--- config.mk ---
export PLATFORM = sky130hd
export DESIGN_NAME = lewtb_ram
export DESIGN_NICKNAME = d
export VERILOG_FILES = /design/src/hdl/lewtb_ram.sv
export SDC_FILE = /design/constraint.sdc
export NUM_CORES = 1
export LEC_CHECK = 0
export BUFFER_PORTS_ARGS = -buffer_cell sky130_fd_sc_hd__buf_2
export CORE_MARGIN = 1.5
export CORE_UTILIZATION = 28
export CTS_CLUSTER_SIZE = 25
export DETAILED_ROUTE_END_ITERATION = 16
export GPL_TIMING_DRIVEN = 0
export PLACE_DENSITY = 0.51
export SLEW_MARGIN = 40
export SYNTH_ARGS = -nofsm -noshare
export SYNTH_HDL_FRONTEND = slang
export SYNTH_SLANG_ARGS = --single-unit
--- constraint.sdc ---
create_clock -name clk_i -period 3.7 [get_ports clk_i]
set_input_delay 0.555 -clock clk_i [delete_from_list [all_inputs] [get_ports clk_i]]
set_output_delay 0.555 -clock clk_i [all_outputs]
set_load 0.005 [all_outputs]
--- src/hdl/lewtb_ram.sv ---
// ----------------------------------------------------------------------------
// lewtb_ram
// Generic single-write, single-read synchronous RAM, registered read data.
// ----------------------------------------------------------------------------
`default_nettype none

module lewtb_ram #(
  parameter int unsigned DEPTH = 64,
  parameter int unsigned WIDTH = 6,
  parameter int unsigned AW    = (DEPTH > 1) ? $clog2(DEPTH) : 1
) (
  input  wire logic             clk_i,
  input  wire logic             we_i,
  input  wire logic [AW-1:0]    waddr_i,
  input  wire logic [WIDTH-1:0] wdata_i,
  input  wire logic             re_i,
  input  wire logic [AW-1:0]    raddr_i,
  output logic      [WIDTH-1:0] rdata_o
);

  logic [WIDTH-1:0] mem_q [DEPTH];

  // write port
  always_ff @(posedge clk_i) begin
    if (we_i) begin
      mem_q[waddr_i] <= wdata_i;
    end
  end

  // read port, data held until the next read
  always_ff @(posedge clk_i) begin
    if (re_i) begin
      rdata_o <= mem_q[raddr_i];
    end
  end

endmodule

`default_nettype wire

Yosys cells after proc, flatten, opt, wreduce, memory -nomap -nowiden
Memories as Yosys holds them, arrays and structs flattened. A register that Yosys moved wholly into a read port is not among the register bits. Cells that the tools add are included.

Register bits: 0. RAM bits: 384. Bits of input ports: 21. Output and inout port bits: 6. Logic and storage cells: 3. Memories: 1.

Multiplexer cells: 2.

Memory list: mem_q (words 64, bits a word 6, rd ports 1, clocked after memory_dff 1, wr ports 1, RTL line 21) `logic [WIDTH-1:0] mem_q [DEPTH];`.

Operators by type and width (number): 1-bit 2-to-1 mux (2).

Longest topological paths before layout
Depth in word-level cells: 2. Gate-level depth with buffers: 7. Depth with buffers taken out: 5.

Worst setup path before layout
No wires, ideal clock.

Path type: input to register. Start point: in raddr_i[0]. End point: reg rdata_o[0], read port of mem_q, data pin. Library setup time: 257 ps. Arrival: 1984 ps. Required time: 3443 ps. Path slack: 1460 ps. Cell stages on the path: 7. Path buffers: 3. Cell sequence: buf_6 > buf_6 > buf_4 > mux4_2 > o22ai_1 > o21ai_1 > a32o_1.

RTL lines: start, declared (RTL line 17) `input wire logic [AW-1:0] raddr_i,`; end, declared (RTL line 18) `output logic [WIDTH-1:0] rdata_o`.

==> results.yml <==
run_status:
  outcome: "finished, final reports clean"
cells_and_area:
  fillerInstances: 5071
  fin_nets: 803
  seqCellArea_um2: 11700
  multiInputGateArea_um2: 3330
  synthToLayoutAreaGrowth_pct: 15.3
  drive_above_1_share_pct: 25.1
  antenna_cells: 0
power_and_ir_drop:
  p_leak_nw: 5.36
  ir_worst_vdd_uv: 342
  total_power_mw: 9.59
  p_per_area_nw_per_um2: 544
worst_setup_path:
  worstPathCellList: "clkbuf_1 -> buf_2 -> buf_2 -> mux4_2 -> mux2i_1 -> a21oi_1 -> a32o_1"
  worstPathMaxFanout: 10
  endpoint_kind: "flop"
  cpPeakStageDelay_ps: 510
  crit_path_frequent_cell: "buf_2"
  path_class: "input port to flop"
  critPathRequiredTime_ps: 4000
  worstPathArrival_ps: 3000
  crit_path_start_kind: "input port"
  cp_slowest_cell: "buf_2"
synth:
  seq_area_frac_synth_pct: 76.6
  syn_nets: 741
  netlist_instances: 720
  synthDistinctLibCells: 36
  synth_xor_area_share_pct: 0
  synth_top_family_by_area: "multiplexers"
  muxShareOfSynthArea_pct: 15.5
  syn_avg_cell_area_um2: 21.2
  synthAdderAreaFrac_pct: 0
  synth_compound_area_share_pct: 2.59
  syn-cell-area_um2: 15300
  ys_ff_latch: 390
  synthSimpleGateAreaFrac_pct: 3.66
  ys_warn_count: 0
timing:
  hold_violations: 0
  hold_slack_ps: 285
  setup_viol: 0
  fin_crit_sh_pct: 73.0
  drv_slew: 0
  worstMarginPinSlew_ps: 858
  finalSetupTns_ps: 0
  setup_slack_ps: 1000
  skew_ps: 17.8
  fmax_ghz: 0.370
  relSlewSlack_pct: 42.6
  rsz0062_at_grt: "false"
  min_period_ps: 2700
cts:
  clk_latency_ps: 570
  cts_resized: 0
  h-tree-depth: 2
  cts_buffer_depth: 3
  path_clk_slew_ps: 60
  tritoncts: "done"
  post_cts.repair.setup_buffers: 0
  numCtsBuffers: 42
  cts_root_buf: "clkbuf_16"
  postCtsHoldBufs: 0
  clkSinkCount: 390
routing:
  drt-vias-per-instance: 4.99
  routed_wl_mm: 39.5
  dr_wl_met3_mm: 2.67
  top_layer: "met4"
  drt_iter0_drc: 768
  wl_per_cell_um: 26.2
  final_antenna_net_count: 0
  vias: 7527
  drt_drc_violations_left: 0
  drt-pass1-iter-count: 5
  wl_met2_mm: 18.8
  m1WireLength_mm: 17.1
global_routing:
  grt_max_degree: 65
  grt_overflow: 0
  antenna_found_initial: 0
  grt_pass1_wl_mm: 56.6
  grt_util_all_layers_pct: 14.3
  grt_pass1_vias: 7712
floorplan:
  placementRows: 85
  die_w_um: 237
  core-area_um2: 53900
  ios: 27
  start_util_pct: 28.3
  dieArea_um2: 56000
  die_h_um: 237
placed_design:
  port_buffers: 17
  routabilityCongestion: 0.788
  hpwl_mm: 24.5
  dpl_worst_slack_ps: 365
hold_path:
  min_path_type: "input port to flop"
run:
  maxCapViolations: 0
==> routing by layer <==
metal	up-vias	global-route usage, %
met5	-	0
met2	287	22.9
met3	51	2.79
met4	0	4.20
li1	3152	-
met1	4037	19.9
==> power by group <==
| part | switching, mW | internal, mW | total, mW | leakage [nW] |
|---|---|---|---|---|
| sequential | 0.00712 | 4.90 | 4.91 | 3.51 |
| clock | 1.72 | 2.47 | 4.19 | 0.652 |
| combinational | 0.324 | 0.173 | 0.497 | 1.19 |
==> synthesized netlist by cell type (all sizes together) <==
cell	instances	share of area, %
nand2	8	0.20
a22oi	3	0.18
nor3b	1	0.049
mux2i	15	0.98
a32o	3	0.20
o21ai	6	0.20
and3b	1	0.057
mux4	93	14
mux2	9	0.66
o221ai	9	0.52
nand4	2	0.082
buf	23	1.3
clkbuf	16	0.39
o22ai	12	0.49
o22a	6	0.34
or3	2	0.082
nor3	5	0.16
a211oi	6	0.29
or3b	2	0.11
nor2	67	1.6
a221oi	3	0.17
and2	1	0.041
nand3	11	0.36
edfxtp	390	77
nand2b	5	0.20
a21oi	6	0.20
nand3b	4	0.20
nand4b	1	0.057
or2	2	0.082
nor2b	8	0.33
==> cells in the final DEF (no fill, tap or decap), drive strengths merged, types with 9 or more instances in the layout <==
cell type	count
edfxtp	390
mux4	93
nor2	67
clkbuf	65
buf	41
clkinv	16
mux2i	15
o22ai	12
nand3	11
o221ai	9
mux2	9
==> state kept, by name, summed over array words and instances, names as in the netlist <==
signal,count
mem_q,384
rdata_o,6
==> kinds of logic after synthesis <==
| kind of cell | count (synthesis) |
|---|---|
| simple gates | 120 |
| compound gates | 54 |
| buf+inv | 39 |
| flops | 390 |
| mux | 117 |
==> area by class of cell <==
cell class	count	share of cell area, %
multi-input cells	291	18.9
clock inverters	25	1.43
flip-flops and latches	390	66.4
well taps	696	4.94
repair buffers	18	0.610
plain buffers	39	1.44
clock buffers	49	6.23
==> final timing paths <==
kind / start / end / slack [ps] / cells after the start
max reg2reg: mem_q[41][2] / rdata_o[2] / 1600 / 5
max: raddr_i[1] / rdata_o[2] / 1000 / 7
min reg2reg: mem_q[37][2] / rdata_o[2] / 1090 / 4
min: re_i / rdata_o[0] / 290 / 1
==> through the flow <==
stage | cells | util [%] | cell area (um^2)
after floorplan | 720 | - | 15300
after global placement | 1433 | 30.1 | 16200
after detailed placement | 1434 | 30.2 | 16300
after CTS | 1508 | 32.7 | 17600
after global routing | 1508 | 32.7 | 17600
final | 1508 | 32.7 | 17600
==> critical path: cells and delay by family <==
| kind | cells | cell delay, ps |
|---|---|---|
| buffers and inverters | 3 | 1260 |
| multiplexers | 2 | 660 |
| AO/OA/AOI/OAI | 2 | 500 |
No activity file was read; power rests on OpenSTA's default activity.
